**config.mk**
```make
export PLATFORM = sky130hd
export DESIGN_NAME = rfid_ascii_frame_check_and_match
export DESIGN_NICKNAME = d
export VERILOG_FILES = /design/src/rtl/core/rafcm_pkg.sv /design/src/rtl/core/rafcm_csr.sv /design/src/rtl/core/rafcm_digit_cmp.sv /design/src/rtl/core/rafcm_frame_acc.sv /design/src/rtl/core/rfid_ascii_frame_check_and_match.sv
export VERILOG_INCLUDE_DIRS = /design/src /design/src/rtl/core
export SDC_FILE = /design/constraint.sdc
export NUM_CORES = 1
export LEC_CHECK = 0
export BUFFER_PORTS_ARGS = -buffer_cell sky130_fd_sc_hd__buf_2
export CORE_UTILIZATION = 60
export CTS_BUF_LIST = sky130_fd_sc_hd__clkbuf_2 sky130_fd_sc_hd__clkbuf_4 sky130_fd_sc_hd__clkbuf_8
export DETAILED_ROUTE_END_ITERATION = 16
export GPL_TIMING_DRIVEN = 0
export PLACE_DENSITY = 0.87
export SLEW_MARGIN = 10
export SYNTH_ARGS = -nofsm -noshare
export SYNTH_HDL_FRONTEND = slang
export SYNTH_HIERARCHICAL = 1
export SYNTH_SLANG_ARGS = --single-unit
```
**constraint.sdc**
```tcl
create_clock -name clock -period 3.7 [get_ports clock]
set_clock_uncertainty 0.05 [all_clocks]
set_input_delay 0.555 -clock clock [delete_from_list [all_inputs] [get_ports clock]]
set_output_delay 0.555 -clock clock [all_outputs]
set_load 0.03 [all_outputs]
```
**src/rtl/core/rfid_ascii_frame_check_and_match_defines.svh**
```systemverilog
// Assertion macros for the RFID frame checker.
// Included by the top level; needs no package.
`ifndef RFID_ASCII_FRAME_CHECK_AND_MATCH_DEFINES_SVH
`define RFID_ASCII_FRAME_CHECK_AND_MATCH_DEFINES_SVH

// Same-cycle implication, held off during reset.
`define RAFCM_ASSERT_NOW(lbl, clk, rst, ante, cons) \
   lbl: assert property (@(posedge clk) disable iff (rst) (ante) |-> (cons)) \
      else $error("rafcm: same-cycle check failed");

// Next-cycle implication, held off during reset.
`define RAFCM_ASSERT_NEXT(lbl, clk, rst, ante, cons) \
   lbl: assert property (@(posedge clk) disable iff (rst) (ante) |=> (cons)) \
      else $error("rafcm: next-cycle check failed");

`endif

```
**src/rtl/core/rafcm_pkg.sv**
```systemverilog
// Shared types, constants and helper functions of the RFID frame checker.
// No dependencies; imported by every module of the block.
package rafcm_pkg;

   localparam int TAG_DIGITS  = 10;
   localparam int FRAME_CHARS = TAG_DIGITS + 2;
   localparam int POS_W       = $clog2(FRAME_CHARS);
   localparam int TAG_W       = 40;
   localparam int TAG_COUNT   = 5;
   localparam int CSR_IDX_W   = 3;
   localparam int EXT_W       = (TAG_DIGITS * 4 > TAG_W) ? TAG_DIGITS * 4 : TAG_W;

   // Register indexes
   localparam logic [CSR_IDX_W-1:0] REG_SUPERVISOR = 3'd0;
   localparam logic [CSR_IDX_W-1:0] REG_STUDENT_1  = 3'd1;
   localparam logic [CSR_IDX_W-1:0] REG_STUDENT_2  = 3'd2;
   localparam logic [CSR_IDX_W-1:0] REG_STUDENT_3  = 3'd3;
   localparam logic [CSR_IDX_W-1:0] REG_STUDENT_4  = 3'd4;

   localparam logic [TAG_W-1:0] SUPERVISOR_RESET = 40'h120088F349;
   localparam logic [TAG_W-1:0] STUDENT_1_RESET  = 40'h290091318C;
   localparam logic [TAG_W-1:0] STUDENT_2_RESET  = 40'h290091114B;
   localparam logic [TAG_W-1:0] STUDENT_3_RESET  = 40'h2900911BE7;
   localparam logic [TAG_W-1:0] STUDENT_4_RESET  = 40'h2900913990;

   localparam logic [7:0] LETTER_LIMIT  = 8'd64;
   localparam logic [7:0] LETTER_OFFSET = 8'd55;
   localparam logic [7:0] DIGIT_OFFSET  = 8'd48;

   localparam logic [POS_W-1:0] POS_FIRST_CHECK = POS_W'(TAG_DIGITS);
   localparam logic [POS_W-1:0] POS_LAST        = POS_W'(FRAME_CHARS - 1);

   typedef logic [TAG_COUNT-1:0][TAG_W-1:0] tag_array_type;

   typedef struct packed {
      logic [POS_W-1:0] position;
      logic             last;
      logic             checksum_ok;
      logic             supervisor_match;
      logic [2:0]       student_number;
   } acc_status_type;

   function automatic logic [7:0] char_value(input logic [7:0] c);
      return (c > LETTER_LIMIT) ? c - LETTER_OFFSET : c - DIGIT_OFFSET;
   endfunction

   // Nibble of a tag for the given digit position; digits above the tag read as zero.
   function automatic logic [3:0] tag_nibble(input logic [TAG_W-1:0] tag,
                                             input logic [POS_W-1:0] pos);
      logic [EXT_W-1:0] ext;
      logic [POS_W-1:0] idx;
      ext = EXT_W'(tag);
      idx = POS_W'(TAG_DIGITS - 1) - pos;
      return ext[{idx, 2'b00} +: 4];
   endfunction

endpackage

```
**src/rtl/core/rafcm_csr.sv**
```systemverilog
// Tag registers of the RFID frame checker, written through the CSR port.
// Depends on rafcm_pkg.
module rafcm_csr (
   input  logic                            clock,
   input  logic                            reset,
   input  logic                            wr_en,
   input  logic [rafcm_pkg::CSR_IDX_W-1:0] wr_index,
   input  logic [rafcm_pkg::TAG_W-1:0]     wr_data,
   output rafcm_pkg::tag_array_type        tags
);
   import rafcm_pkg::*;

   tag_array_type tags_ff;
   tag_array_type tags_in;

   always_comb begin
      tags_in = tags_ff;
      if (wr_en) begin
         case (wr_index)
            REG_SUPERVISOR: tags_in[0] = wr_data;
            REG_STUDENT_1:  tags_in[1] = wr_data;
            REG_STUDENT_2:  tags_in[2] = wr_data;
            REG_STUDENT_3:  tags_in[3] = wr_data;
            REG_STUDENT_4:  tags_in[4] = wr_data;
            default:        tags_in = tags_ff;
         endcase
      end
   end

   always_ff @(posedge clock) begin
      if (reset) begin
         tags_ff[0] <= SUPERVISOR_RESET;
         tags_ff[1] <= STUDENT_1_RESET;
         tags_ff[2] <= STUDENT_2_RESET;
         tags_ff[3] <= STUDENT_3_RESET;
         tags_ff[4] <= STUDENT_4_RESET;
      end else begin
         tags_ff <= tags_in;
      end
   end

   assign tags = tags_ff;

endmodule

```
**src/rtl/core/rafcm_digit_cmp.sv**
```systemverilog
// Character decode and per-tag digit comparison for one frame character.
// Depends on rafcm_pkg.
module rafcm_digit_cmp (
   input  logic [7:0]                          ascii_char,
   input  logic [rafcm_pkg::POS_W-1:0]         position,
   input  rafcm_pkg::tag_array_type            tags,
   output logic [7:0]                          value,
   output logic [rafcm_pkg::TAG_COUNT-1:0]     mismatch
);
   import rafcm_pkg::*;

   assign value = char_value(ascii_char);

   always_comb begin
      for (int k = 0; k < TAG_COUNT; k++) begin
         mismatch[k] = (value != {4'd0, tag_nibble(tags[k], position)});
      end
   end

endmodule

```
**src/rtl/core/rafcm_frame_acc.sv**
```systemverilog
// Frame state: position, XOR check sums and match flags, plus end-of-frame verdict.
// Depends on rafcm_pkg.
module rafcm_frame_acc (
   input  logic                                clock,
   input  logic                                reset,
   input  logic                                step,
   input  logic [7:0]                          value,
   input  logic [rafcm_pkg::TAG_COUNT-1:0]     mismatch,
   output rafcm_pkg::acc_status_type           status
);
   import rafcm_pkg::*;

   logic [POS_W-1:0]     pos_ff, pos_in;
   logic [7:0]           even_xor_ff, even_xor_in;
   logic [7:0]           odd_xor_ff, odd_xor_in;
   logic [TAG_COUNT-1:0] flags_ff, flags_in;
   logic                 first_ok_ff, first_ok_in;
   logic                 sum_ok;

   always_comb begin
      pos_in      = pos_ff;
      even_xor_in = even_xor_ff;
      odd_xor_in  = odd_xor_ff;
      flags_in    = flags_ff;
      first_ok_in = first_ok_ff;
      if (step) begin
         if (pos_ff < POS_FIRST_CHECK) begin
            if (pos_ff[0]) begin
               odd_xor_in = odd_xor_ff ^ value;
            end else begin
               even_xor_in = even_xor_ff ^ value;
            end
            flags_in = flags_ff & ~mismatch;
            pos_in   = pos_ff + 1'b1;
         end else if (pos_ff == POS_FIRST_CHECK) begin
            first_ok_in = (even_xor_ff == value);
            pos_in      = pos_ff + 1'b1;
         end else begin
            // close the frame and start over
            pos_in      = '0;
            even_xor_in = '0;
            odd_xor_in  = '0;
            flags_in    = '1;
            first_ok_in = 1'b0;
         end
      end
   end

   always_ff @(posedge clock) begin
      if (reset) begin
         pos_ff      <= '0;
         even_xor_ff <= '0;
         odd_xor_ff  <= '0;
         flags_ff    <= '1;
         first_ok_ff <= 1'b0;
      end else begin
         pos_ff      <= pos_in;
         even_xor_ff <= even_xor_in;
         odd_xor_ff  <= odd_xor_in;
         flags_ff    <= flags_in;
         first_ok_ff <= first_ok_in;
      end
   end

   assign sum_ok = first_ok_ff && (odd_xor_ff == value);

   always_comb begin
      status.position         = pos_ff;
      status.last             = (pos_ff >= POS_LAST);
      status.checksum_ok      = sum_ok;
      status.supervisor_match = sum_ok && flags_ff[0];
      if (!sum_ok) begin
         status.student_number = 3'd0;
      end else if (flags_ff[1]) begin
         status.student_number = 3'd1;
      end else if (flags_ff[2]) begin
         status.student_number = 3'd2;
      end else if (flags_ff[3]) begin
         status.student_number = 3'd3;
      end else if (flags_ff[4]) begin
         status.student_number = 3'd4;
      end else begin
         status.student_number = 3'd0;
      end
   end

endmodule

```
**src/rtl/core/rfid_ascii_frame_check_and_match.sv**
```systemverilog
// RFID reader frame checker: takes twelve ASCII characters per frame (ten hex tag
// digits, two XOR check digits), one request per cycle with no bubbles. A
// request is captured in an input register and then processed by the frame state
// logic; on the twelfth character a response carrying checksum validity,
// supervisor match and first matching student (1 to 4) is loaded into the
// response register when the frame state logic takes that character.
// Sustained rate is one character per cycle; only a held response on the last
// character stalls requests. Tag registers are written through the CSR port,
// always ready; the user must write them while idle, as the block does not check it.
module rfid_ascii_frame_check_and_match (
   input  logic                            clock,
   input  logic                            reset,
   input  logic                            req_valid,
   output logic                            req_stall,
   input  logic [7:0]                      req_ascii_char,
   output logic                            rsp_valid,
   input  logic                            rsp_stall,
   output logic                            rsp_checksum_ok,
   output logic                            rsp_supervisor_match,
   output logic [2:0]                      rsp_student_number,
   input  logic                            csr_valid,
   output logic                            csr_ready,
   input  logic [rafcm_pkg::CSR_IDX_W-1:0] csr_index,
   input  logic [rafcm_pkg::TAG_W-1:0]     csr_data
);
   import rafcm_pkg::*;

`include "rfid_ascii_frame_check_and_match_defines.svh"

   tag_array_type        tags;
   acc_status_type       status;
   logic [7:0]           value;
   logic [TAG_COUNT-1:0] mismatch;

   logic       in_valid_ff;
   logic [7:0] in_char_ff;
   logic       out_valid_ff;
   logic       out_ok_ff;
   logic       out_sup_ff;
   logic [2:0] out_stu_ff;

   logic out_free;
   logic step;
   logic req_accept;

   assign csr_ready = 1'b1;

   rafcm_csr u_csr (
      .clock    (clock),
      .reset    (reset),
      .wr_en    (csr_valid && csr_ready),
      .wr_index (csr_index),
      .wr_data  (csr_data),
      .tags     (tags)
   );

   rafcm_digit_cmp u_digit_cmp (
      .ascii_char (in_char_ff),
      .position   (status.position),
      .tags       (tags),
      .value      (value),
      .mismatch   (mismatch)
   );

   rafcm_frame_acc u_frame_acc (
      .clock    (clock),
      .reset    (reset),
      .step     (step),
      .value    (value),
      .mismatch (mismatch),
      .status   (status)
   );

   // Only the closing character needs room in the response register.
   assign out_free   = !out_valid_ff || !rsp_stall;
   assign step       = in_valid_ff && (!status.last || out_free);
   assign req_stall  = in_valid_ff && !step;
   assign req_accept = req_valid && !req_stall;

   always_ff @(posedge clock) begin
      if (reset) begin
         in_valid_ff  <= 1'b0;
         out_valid_ff <= 1'b0;
      end else begin
         if (!req_stall) begin
            in_valid_ff <= req_valid;
         end
         if (step && status.last) begin
            out_valid_ff <= 1'b1;
         end else if (!rsp_stall) begin
            out_valid_ff <= 1'b0;
         end
      end
   end

   always_ff @(posedge clock) begin
      if (req_accept) begin
         in_char_ff <= req_ascii_char;
      end
      if (step && status.last) begin
         out_ok_ff  <= status.checksum_ok;
         out_sup_ff <= status.supervisor_match;
         out_stu_ff <= status.student_number;
      end
   end

   assign rsp_valid            = out_valid_ff;
   assign rsp_checksum_ok      = out_ok_ff;
   assign rsp_supervisor_match = out_sup_ff;
   assign rsp_student_number   = out_stu_ff;

   `RAFCM_ASSERT_NOW(a_bad_sum_no_match, clock, reset, rsp_valid && !rsp_checksum_ok,
                     !rsp_supervisor_match && (rsp_student_number == 3'd0))
   `RAFCM_ASSERT_NOW(a_student_range, clock, reset, rsp_valid, rsp_student_number <= 3'd4)
   `RAFCM_ASSERT_NOW(a_stall_needs_item, clock, reset, req_stall,
                     in_valid_ff && status.last && rsp_valid && rsp_stall)
   `RAFCM_ASSERT_NEXT(a_close_gives_rsp, clock, reset, step && status.last,
                      rsp_valid && (status.position == '0))

endmodule

```
== Yosys cells after proc, flatten, opt, wreduce, memory -nomap -nowiden ==
Cells that the tools add are included.

* Bits in registers: 241
* Output and inout port bits: 8
* Word-level logic and storage cells: 94

* $add $sub $neg: 4
* $lt $le $gt $ge: 3
* Equality and inequality tests: 16
* Shift operators: 5
* Muxes and demuxes: 17
* Bitwise gates (word level): 6
* Reductions and logical operators: 25

{| class="wikitable"
|+ Operators with widths
! kind !! number
|-
| $shiftx A40 B7 Y4 || 5
|-
| $mux W8 || 6
|-
| $ne A8 B4 Y1 || 5
|-
| $eq A8 B8 Y1 || 2
|-
| $sub A8 B6 Y8 const B || 2
|-
| $xor A8 B8 Y8 || 2
|-
| $reduce_and A2 Y1 || 7
|-
| $mux W5 || 2
|-
| $gt A8 B7 Y1 const B || 1
|-
| $mux W4 || 2
|-
| $eq A3 B2 Y1 const B || 2
|-
| $logic_and A1 B1 Y1 || 6
|-
| $ne A2 B1 Y1 const B || 3
|-
| $reduce_and A3 Y1 || 2
|-
| $and A5 B5 Y5 || 1
|-
| $logic_not A1 Y1 || 5
|-
| $not A5 Y5 || 1
|-
| $add A4 B1 Y4 const B || 1
|-
| $eq A4 B4 Y1 const B || 1
|-
| $ge A4 B4 Y1 const B || 1
|-
| $lt A4 B4 Y1 const B || 1
|-
| $mux W1 || 4
|-
| $mux W2 || 2
|-
| $reduce_or A4 Y1 || 1
|-
| 9 further kinds || 11
|}

== Longest topological paths before layout ==
Gate-level depths: netlist (run 1).

* Depth in word-level cells: 8
* Mapped depth: 13

== Modules after synthesis ==
The synthesis (run 1) kept the hierarchy.

{| class="wikitable"
|+ Modules (own cells, without submodules)
! module !! instances !! cells an instance !! area an instance (um2) !! seq. area each (um2)
|-
| rafcm_csr || 1 || 722 || 7777.5 || 4003.8
|-
| rafcm_digit_cmp || 1 || 233 || 2257.2 || 0.0
|-
| rafcm_frame_acc || 1 || 166 || 1540.2 || 520.5
|-
| rfid_ascii_frame_check_and_match || 1 || 28 || 494.2 || 430.4
|}

== Least setup slack after synthesis (run 1) ==
OpenSTA, ideal clock, no wires.

* Kind: flip-flop to flip-flop
* From: register u_frame_acc.pos_ff[1]
* To: register u_frame_acc.flags_ff[3]
* Setup time: 0.114 ns
* Arrival: 2.658 ns
* Path slack: 0.878 ns
* Stages on the path, launching flop included: 13
* Clock period less this slack: 2.822 ns
* Cells stage by stage: dfxtp_1 > inv_2 > clkbuf_1 > ha_1 > buf_2 > clkbuf_1 > mux4_2 > a21oi_1 > o21ai_0 > xnor2_1 > nand4_1 > nand2_1 > a21o_1

* Cells in the longest elaborated chain, start to end: 6
* Elaborated cells between the ends (all ways): 14
* Classes of those cells: add/sub: 1; order compare: 2; eq/ne: 3; shift: 1; mux: 1; bitwise: 2; reduce/logical: 4

{| class="wikitable"
|+ RTL lines
! item !! RTL line !! source
|-
| start: declaration || rafcm_frame_acc.sv:13 || <nowiki>logic [POS_W-1:0] pos_ff, pos_in;</nowiki>
|-
| start signal: assignment || rafcm_frame_acc.sv:57 || <nowiki>pos_ff <= pos_in;</nowiki>
|-
| $sub A4 B4 Y4 || rafcm_pkg.sv:53 || <nowiki>idx = POS_W'(TAG_DIGITS - 1) - pos;</nowiki>
|-
| $shiftx A40 B7 Y4 || rafcm_pkg.sv:54 || <nowiki>return ext[{idx, 2'b00} +: 4];</nowiki>
|-
| $ne A8 B4 Y1 || rafcm_digit_cmp.sv:16 || <nowiki>mismatch[k] = (value != {4'd0, tag_nibble(tags[k], position)});</nowiki>
|-
| named net mismatch[3] || rfid_ascii_frame_check_and_match.sv:33 || <nowiki>logic [TAG_COUNT-1:0] mismatch;</nowiki>
|-
| $not A5 Y5 || rafcm_frame_acc.sv:33 || <nowiki>flags_in = flags_ff & ~mismatch;</nowiki>
|-
| $and A5 B5 Y5 || rafcm_frame_acc.sv:33 ||
|-
| $mux W5 || rafcm_frame_acc.sv:27 || <nowiki>if (pos_ff < POS_FIRST_CHECK) begin</nowiki>
|-
| end signal: assignment || rafcm_frame_acc.sv:60 || <nowiki>flags_ff <= flags_in;</nowiki>
|-
| end: declaration || rafcm_frame_acc.sv:16 || <nowiki>logic [TAG_COUNT-1:0] flags_ff, flags_in;</nowiki>
|}

The timed path passes the listed nets, and every way through them passes these cells.
A chain may end at the register's enable or synchronous reset.

== Worst setup path in the final report (run 1) ==
* From: register u_frame_acc.pos_ff[1]
* To: register u_frame_acc.flags_ff[0]

Same word-level chain as after synthesis.

==> metrics.md, run 1 <==
| Metric | Value |
|---|---|
| Number of placement rows | `51` |
| Critical Path AT | `4.04 ns` |
| Antenna viol nets, final | `0` |
| Post-layout nets | `1316` |
| Fin. max-slew vios | `0` |
| Syn-to-layout area delta | `12.8%` |
| Detailed-route vias per instance | `6.14` |
| Ports | `64` |
| Post-CTS clock slew at the launch and capture registers of the worst setup and hold paths | `0.06 ns` |
| Count of buffer and inverter cells on the critical path | `4` |
| Post-synthesis instance area | `0.0121 mm2` |
| Pin count of the biggest net entering global routing | `12` |
| Dpl cells | `1476` |
| Sum of routed wire length over all layers | `35600 um` |
| Category of cells accounting for the largest share of critical-path delay | `buffers and inverters` |
| Portion of the post-synthesis area used by sequential elements | `41.1%` |
| Number of diodes | `0` |
| Average cell area after synthesis | `10.5 um2` |
| Number of enable-type register cells in the synthesized netlist | `13` |
| Worst endpoint required time | `4.09 ns` |
| Yosys synthesis warning count | `6` |
| Post-CTS setup repair buffer count | `0` |
| Clock network latency to the later pin of the worst-skew pair | `0.55 ns` |
| Placer Congestion | `0.935` |
| Endpoint kind of the worst setup timing path | `flop` |
| Starting density of the core | `61.6%` |
| Outcome | `complete, no violations` |
| Top flip-flop cell by instance count after synthesis | `sky130_fd_sc_hd__dfxtp_1` |
| Static Leakage | `0.00583 uW` |
| Grt total ovfl | `0` |
| Buffers from clock root to sink, at most | `3` |
| Global-route wire length before repair | `53900 um` |
| Final Instance Count excl. Fillers | `1550` |
| Via count of the first global-routing pass | `9559` |
| Clock buffers created by TritonCTS | `40` |
| H-tree levels | `2` |
| DRC violations left | `0` |
| Category of the critical setup timing path | `flop to flop` |
| RSZ-0062 raised after global routing | `no` |
| First-pass DRT Iterations | `5` |
| Fraction of layout instances using a drive strength above 1 | `20.0%` |
| Async S/R FF share, synth | `0%` |
| Final core utilization | `69.5%` |
| Classification of the worst-slack hold path | `input port to flop` |
| Minimum clock period | `3.64 ns` |
| Top cells by area, synth | `sky130_fd_sc_hd__dfxtp_1 (38%), sky130_fd_sc_hd__mux2i_1 (19%), sky130_fd_sc_hd__nand2b_1 (9.1%)` |
| Cells after synthesis | `1149` |
| Total power divided by cell area | `448 mW/mm2` |
| Synthesized flop and latch total | `241` |
| Dpl ws | `-0.395 ns` |
| HPWL after DPL | `24800 um` |
| Total global routing track utilization | `35.3%` |
| Most repeated library cell on the critical path | `sky130_fd_sc_hd__clkbuf_2` |
| Final critical-path setup slack | `0.0587 ns` |
| Maximum fanout count along the critical path | `10` |
| Clock tree from TritonCTS | `done` |
| Root buf cell | `sky130_fd_sc_hd__clkbuf_8` |
| Final setup vio count | `0` |
| Slew headroom | `16.1%` |
| IR drop worst, VDD | `0.282 mV` |
| Leading area contributor after synthesis | `sky130_fd_sc_hd__dfxtp_1` |
| Number of vias in the routed layout | `9510` |
| Count of final hold-check violations | `0` |
| Highest clock frequency the design can meet | `275 MHz` |
| Slowest Stage Delay on Critical Path | `0.47 ns` |
| Tightest Pin Transition | `1.25 ns` |
| Starting DRC count in detailed routing | `812` |
| Per-cell routed wire length | `23.0 um` |
| Number of antenna violations at the first check in global routing | `1` |
| Port bufs | `62` |
| Kind of launch point of the worst setup path | `flop` |
| Floorplan die area | `0.0207 mm2` |
| Critical-path cell with the highest stage delay | `sky130_fd_sc_hd__dfxtp_2` |
| # fillers | `1485` |
| Crit share post-route | `98.4%` |
| Die width | `144 um` |
| Count of cell types in the netlist | `64` |
| Core box area | `0.0196 mm2` |
| Post-synthesis net count | `1212` |
| Cell Chain, Critical Path | `inv_2 -> clkbuf_2 -> ha_1 -> buf_2 -> clkbuf_2 -> mux4_2 -> mux2i_1 -> o21ai_0 -> xnor2_1 -> nand4_1 -> nand2_1 -> a21o_1` |
| Fraction of post-synthesis cell area in the top cell type by area | `37.8%` |
| Max Cap Viol | `0` |
| Clock sinks | `241` |
| Die Y-Extent | `144 um` |
area by class of cell:
cell class                 instances  area (um2)  share of cell area [%]
multi-input combinational        812        6610                    48.6
sequential                       241        4960                    36.4
clock buffer                      56         739                    5.43
buffer                            83         455                    3.35
tap                              265         332                    2.44
timing repair buffer              62         310                    2.28
clock inverter                    18         156                    1.15
inverter                          13        48.8                   0.359
cell usage after synthesis, types with 9 or more instances:
cell                         n
sky130_fd_sc_hd__nand2b_1  176
sky130_fd_sc_hd__nor3_1     11
sky130_fd_sc_hd__xor2_1     12
sky130_fd_sc_hd__nor3b_1     9
sky130_fd_sc_hd__nand3_1    25
sky130_fd_sc_hd__dfxtp_1   228
sky130_fd_sc_hd__mux2_2      9
sky130_fd_sc_hd__edfxtp_1   13
sky130_fd_sc_hd__nand4_1     9
sky130_fd_sc_hd__a22oi_1    10
sky130_fd_sc_hd__xnor2_1    29
sky130_fd_sc_hd__inv_1      12
sky130_fd_sc_hd__o21ai_0    15
sky130_fd_sc_hd__nor2_1    101
sky130_fd_sc_hd__mux2i_1   225
sky130_fd_sc_hd__mux4_2     36
sky130_fd_sc_hd__buf_2      31
sky130_fd_sc_hd__nor2b_1    14
sky130_fd_sc_hd__nand2_1    28
sky130_fd_sc_hd__buf_4      15
sky130_fd_sc_hd__a21oi_1    16
sky130_fd_sc_hd__clkbuf_1   29
where the power goes:
part / total (uW) / switching (uW) / internal, uW
logic: 784 / 453 / 330
clock network: 2560 / 1110 / 1450
registers: 2750 / 58.9 / 2690
total: 6100 / 1620 / 4470
logic make-up after synthesis:
group	share of synthesized area, %
and+or+nand+nor	18.4
muxes	27.2
DFF	41.1
buffers and inverters	4.16
AOI/OAI and AO/OA	5.28
xor gates and xnor gates	3.11
adders and majority gates	0.726
other	0.0311
cells in the final DEF, fill, tap and decap left out, drive strengths merged, types with 20 or more instances in the layout:
cell type / Yosys / final
a21oi: 20 / 20
buf: 54 / 116
clkbuf: 29 / 85
dfxtp: 228 / 228
mux2i: 225 / 225
mux4: 40 / 40
nand2: 28 / 28
nand2b: 176 / 176
nand3: 25 / 25
nor2: 102 / 102
xnor2: 30 / 30
through the flow:
step | power, uW | hold slack (ns) | setup TNS, ns | instance area, um2
3_5_place_dp | 3560 | 0.389 | -1.00 | 12700
6_report | 6100 | 0.134 | 0 | 13600
4_1_cts | 6090 | 0.120 | 0 | 13600
5_1_grt | 6300 | 0.121 | 0 | 13600
3_3_place_gp | 3550 | 0.379 | -0.858 | 12700
2_1_floorplan | 3320 | 0.368 | 0 | 12100
what timing repair did:
item,CTS,global route
resized for setup,2,2
endpoints found under the setup margin,5,2
gates cloned,0,0
hold endpoints to repair,0,0
hold buffers,0,0
sequential cells by signal, indices dropped and copies added, names as in the netlist:
register,cells
u_frame_acc/even_xor_ff,8
in_valid_ff,1
rsp_valid,1
u_frame_acc/first_ok_ff,1
in_char_ff,8
rsp_supervisor_match,1
u_frame_acc/pos_ff,4
rsp_student_number,3
u_frame_acc/odd_xor_ff,8
u_csr/tags,200
u_frame_acc/flags_ff,5
rsp_checksum_ok,1
path summary, 6_finish.rpt:
check                                              from                      end  slack (ns)  cells past startpoint
worst max register to register    u_frame_acc/pos_ff[1]  u_frame_acc/flags_ff[0]        0.06                     12
worst min-delay path                  req_ascii_char[3]            in_char_ff[3]        0.13                      1
worst min register to register  u_frame_acc/flags_ff[4]  u_frame_acc/flags_ff[4]        0.40                      1
worst max-delay path              u_frame_acc/pos_ff[1]  u_frame_acc/flags_ff[0]        0.06                     12
layer usage:
layer  global-route usage [%]  part of all wire (%)  vias up
met5                        0                 0.034        -
met4                     19.5                   5.3        2
met3                     9.46                   9.9      137
met2                     58.8                    47      511
met1                     41.2                    38     4613
li1                         -                     -     4247
Note: power is estimated with default switching activity, not from simulation.
==> inputs of run 2 (changes only) <==
--- a/config.mk
+++ b/config.mk
@@ -7,13 +7,13 @@
 export NUM_CORES = 1
 export LEC_CHECK = 0
 export BUFFER_PORTS_ARGS = -buffer_cell sky130_fd_sc_hd__buf_2
+export CORE_ASPECT_RATIO = 2
 export CORE_UTILIZATION = 60
 export CTS_BUF_LIST = sky130_fd_sc_hd__clkbuf_2 sky130_fd_sc_hd__clkbuf_4 sky130_fd_sc_hd__clkbuf_8
 export DETAILED_ROUTE_END_ITERATION = 16
 export GPL_TIMING_DRIVEN = 0
-export PLACE_DENSITY = 0.87
+export PLACE_DENSITY = 0.88
 export SLEW_MARGIN = 10
 export SYNTH_ARGS = -nofsm -noshare
 export SYNTH_HDL_FRONTEND = slang
-export SYNTH_HIERARCHICAL = 1
 export SYNTH_SLANG_ARGS = --single-unit
==> run 2 against run 1 <==
Sequential cell count is the same. Worst hold slack gained 0.028 ns. Utilization shrank 0.16 points. Power shrank 0.76%. Die area shrank 5.8%. Maximum frequency grew 1.3%. Critical path type unchanged. Critical endpoint is now u_frame_acc.flags_ff[4]. Largest cell class unchanged.
==> metrics.md, run 2 <==
| Metric | Value |
|---|---|
| Max Cap Viol | `0` |
| Number of placement rows | `70` |
| Total power divided by cell area | `475 mW/mm2` |
| Pin count of the biggest net entering global routing | `14` |
| Grt total ovfl | `0` |
| Post-synthesis instance area | `0.0113 mm2` |
| Via count of the first global-routing pass | `10700` |
| Antenna viol nets, final | `0` |
| Dpl ws | `-0.848 ns` |
| Starting density of the core | `61.6%` |
| Dpl cells | `1632` |
| Post-CTS clock slew at the launch and capture registers of the worst setup and hold paths | `0.07 ns` |
| Top cells by area, synth | `sky130_fd_sc_hd__dfxtp_1 (40%), sky130_fd_sc_hd__nand2_1 (14%), sky130_fd_sc_hd__a21oi_1 (7.9%)` |
| Detailed-route vias per instance | `6.50` |
| Port bufs | `62` |
| Most repeated cell in the gate-level netlist after synthesis | `sky130_fd_sc_hd__nand2_1` |
| Fraction of post-synthesis cell area in the top cell type by area | `40.3%` |
| Startpoint of the worst-slack reg-to-reg timing path | `u_frame_acc.pos_ff[1]` |
| Post-route cell area | `0.0127 mm2` |
| First-pass DRT Iterations | `6` |
| Placer Congestion | `1.01` |
| Worst endpoint required time | `4.08 ns` |
| Average cell area after synthesis | `8.37 um2` |
| Static Leakage | `0.00474 uW` |
| Category of the critical setup timing path | `flop to flop` |
| RSZ-0062 raised after global routing | `no` |
| Outcome | `complete, no violations` |
| Sum of routed wire length over all layers | `40600 um` |
| Tightest Pin Transition | `0.965 ns` |
| Start point of the critical path | `u_frame_acc.pos_ff[1]` |
| Clock sinks | `241` |
| Async S/R FF share, synth | `0%` |
| Maximum fanout count along the critical path | `10` |
| Commonest cells after routing, fill and taps aside | `sky130_fd_sc_hd__nand2_1 (425), sky130_fd_sc_hd__dfxtp_1 (228), sky130_fd_sc_hd__a21oi_1 (178)` |
| Most common library cell in the layout ignoring fill and taps | `sky130_fd_sc_hd__nand2_1` |
| Count of final hold-check violations | `0` |
| Highest clock frequency the design can meet | `278 MHz` |
| Floorplan die area | `0.0195 mm2` |
| Classification of the worst-slack hold path | `input port to flop` |
| Post-synthesis net count | `1418` |
| Buffers from clock root to sink, at most | `3` |
| Final core utilization | `69.3%` |
| Leading area contributor after synthesis | `sky130_fd_sc_hd__dfxtp_1` |
| Clock buffers created by TritonCTS | `36` |
| Die width | `99.2 um` |
| Endpoint kind of the worst setup timing path | `flop` |
| Fin. max-slew vios | `0` |
| IR drop worst, VDD | `0.289 mV` |
| Critical Path AT | `3.98 ns` |
| Root buf cell | `sky130_fd_sc_hd__clkbuf_8` |
| Hold_sp | `req_ascii_char[6]` |
| Final Total Pwr | `6050 uW` |
| HPWL after DPL | `28400 um` |
| H-tree levels | `2` |
| Cells after synthesis | `1354` |
| Core box area | `0.0184 mm2` |
| Kind of launch point of the worst setup path | `flop` |
| Number of buffers inserted by hold repair at cts | `0` |
| Ports | `64` |
| Starting DRC count in detailed routing | `1033` |
| Yosys synthesis warning count | `0` |
| Crit share post-route | `97.2%` |
| Per-cell routed wire length | `24.0 um` |
| Clock tree from TritonCTS | `done` |
| Post-layout nets | `1517` |
| Die Y-Extent | `196 um` |
| Minimum clock period | `3.60 ns` |
| Total global routing track utilization | `42.7%` |
| Final critical-path setup slack | `0.104 ns` |
| Top flip-flop cell by instance count after synthesis | `sky130_fd_sc_hd__dfxtp_1` |
| Synthesized flop and latch total | `241` |
| Clock network latency to the later pin of the worst-skew pair | `0.53 ns` |
| Fraction of layout instances using a drive strength above 1 | `15.1%` |
| FF-to-FF setup slack | `0.10 ns` |
| Slew headroom | `35.5%` |
| Commonest cells in the netlist | `sky130_fd_sc_hd__nand2_1 (425), sky130_fd_sc_hd__dfxtp_1 (228), sky130_fd_sc_hd__a21oi_1 (178)` |
| Number of flip-flops in the largest register | `200` |
| Number of antenna violations at the first check in global routing | `1` |
| Portion of the post-synthesis area used by sequential elements | `43.7%` |
| Global-route wire length before repair | `61100 um` |
| Number of enable-type register cells in the synthesized netlist | `13` |
| Syn-to-layout area delta | `12.5%` |
| DRC violations left | `0` |
| Area after detailed placement | `0.0119 mm2` |
| Final setup vio count | `0` |
| Final Instance Count excl. Fillers | `1696` |
| Count of cell types in the netlist | `74` |
| Number of vias in the routed layout | `11000` |
## run 2: cell types whose count changed in the layout (fill, tap and decap cells not counted), sizes merged, moves of 26 or more
cell	delta
a21oi	+159
buf	-26
clkbuf	+52
mux2i	-197
nand2	+397
nand2b	-174
nand3b	+63
nor2	-62
## run 2: per-layer routing
| layer | global-route usage, % | wire (um) |
|---|---|---|
| met1 | 43.3 | 12500 |
| met2 | 69.4 | 18800 |
| met3 | 9.43 | 3960 |
| met4 | 44.8 | 5410 |
| met5 | 0 | 0 |
## run 2: critical path: stages (launching register included)
cell and delay (ns):
sky130_fd_sc_hd__dfxtp_1 0.41, sky130_fd_sc_hd__buf_6 0.24, sky130_fd_sc_hd__buf_6 0.22, sky130_fd_sc_hd__inv_1 0.16
sky130_fd_sc_hd__clkbuf_2 0.27, sky130_fd_sc_hd__ha_1 0.33, sky130_fd_sc_hd__xor2_2 0.48, sky130_fd_sc_hd__buf_2 0.34
sky130_fd_sc_hd__nand2_1 0.24, sky130_fd_sc_hd__o22ai_1 0.30, sky130_fd_sc_hd__xnor2_1 0.18, sky130_fd_sc_hd__nand3_2 0.09
sky130_fd_sc_hd__o31ai_2 0.18
## run 2: stage by stage
step | hold slack (ns) | setup TNS [ns]
2_1_floorplan | 0.382 | 0
3_3_place_gp | 0.388 | -3.88
3_5_place_dp | 0.396 | -3.84
4_1_cts | 0.152 | 0
5_1_grt | 0.158 | 0
6_report | 0.161 | 0
## run 2: worst paths after layout
check,depth (start not counted),endpoint
max,12,u_frame_acc.flags_ff[4]
min,1,in_char_ff[6]
max reg2reg,12,u_frame_acc.flags_ff[4]
min reg2reg,2,u_csr.tags[162]
## run 2: report_power, final
| part | switching [uW] | internal, uW | leakage (uW) |
|---|---|---|---|
| Sequential | 54.9 | 2690 | 0.00196 |
| Clock | 1060 | 1310 | 0.000422 |
| Combinational | 601 | 333 | 0.00235 |
## run 2: area by class of cell
| cell class | instances | area (um2) |
|---|---|---|
| clock inverter | 3 | 18.8 |
| tap | 216 | 270 |
| clock buffer | 61 | 771 |
| sequential | 241 | 4950 |
| antenna | 1 | 2.50 |
| multi-input combinational | 998 | 5930 |
| inverter | 10 | 37.5 |
| fill | 1486 | 5640 |
| timing repair buffer | 62 | 310 |
| buffer | 104 | 458 |
## run 2: timing repair
action	in CTS	in global routing
gates cloned	0	0
gates resized for setup	11	9
setup endpoints to repair	5	21
setup buffers	0	0
## run 2: kinds of logic after synthesis
family          after synthesis  synth area share, %
flops                       241                 43.7
xor+xnor                     42                 3.43
simple gates                597                 23.7
mux                          73                 9.83
buf+inv                     115                 4.16
other cells                   1               0.0331
fa+ha+maj                     8                0.883
compound gates              277                 14.3
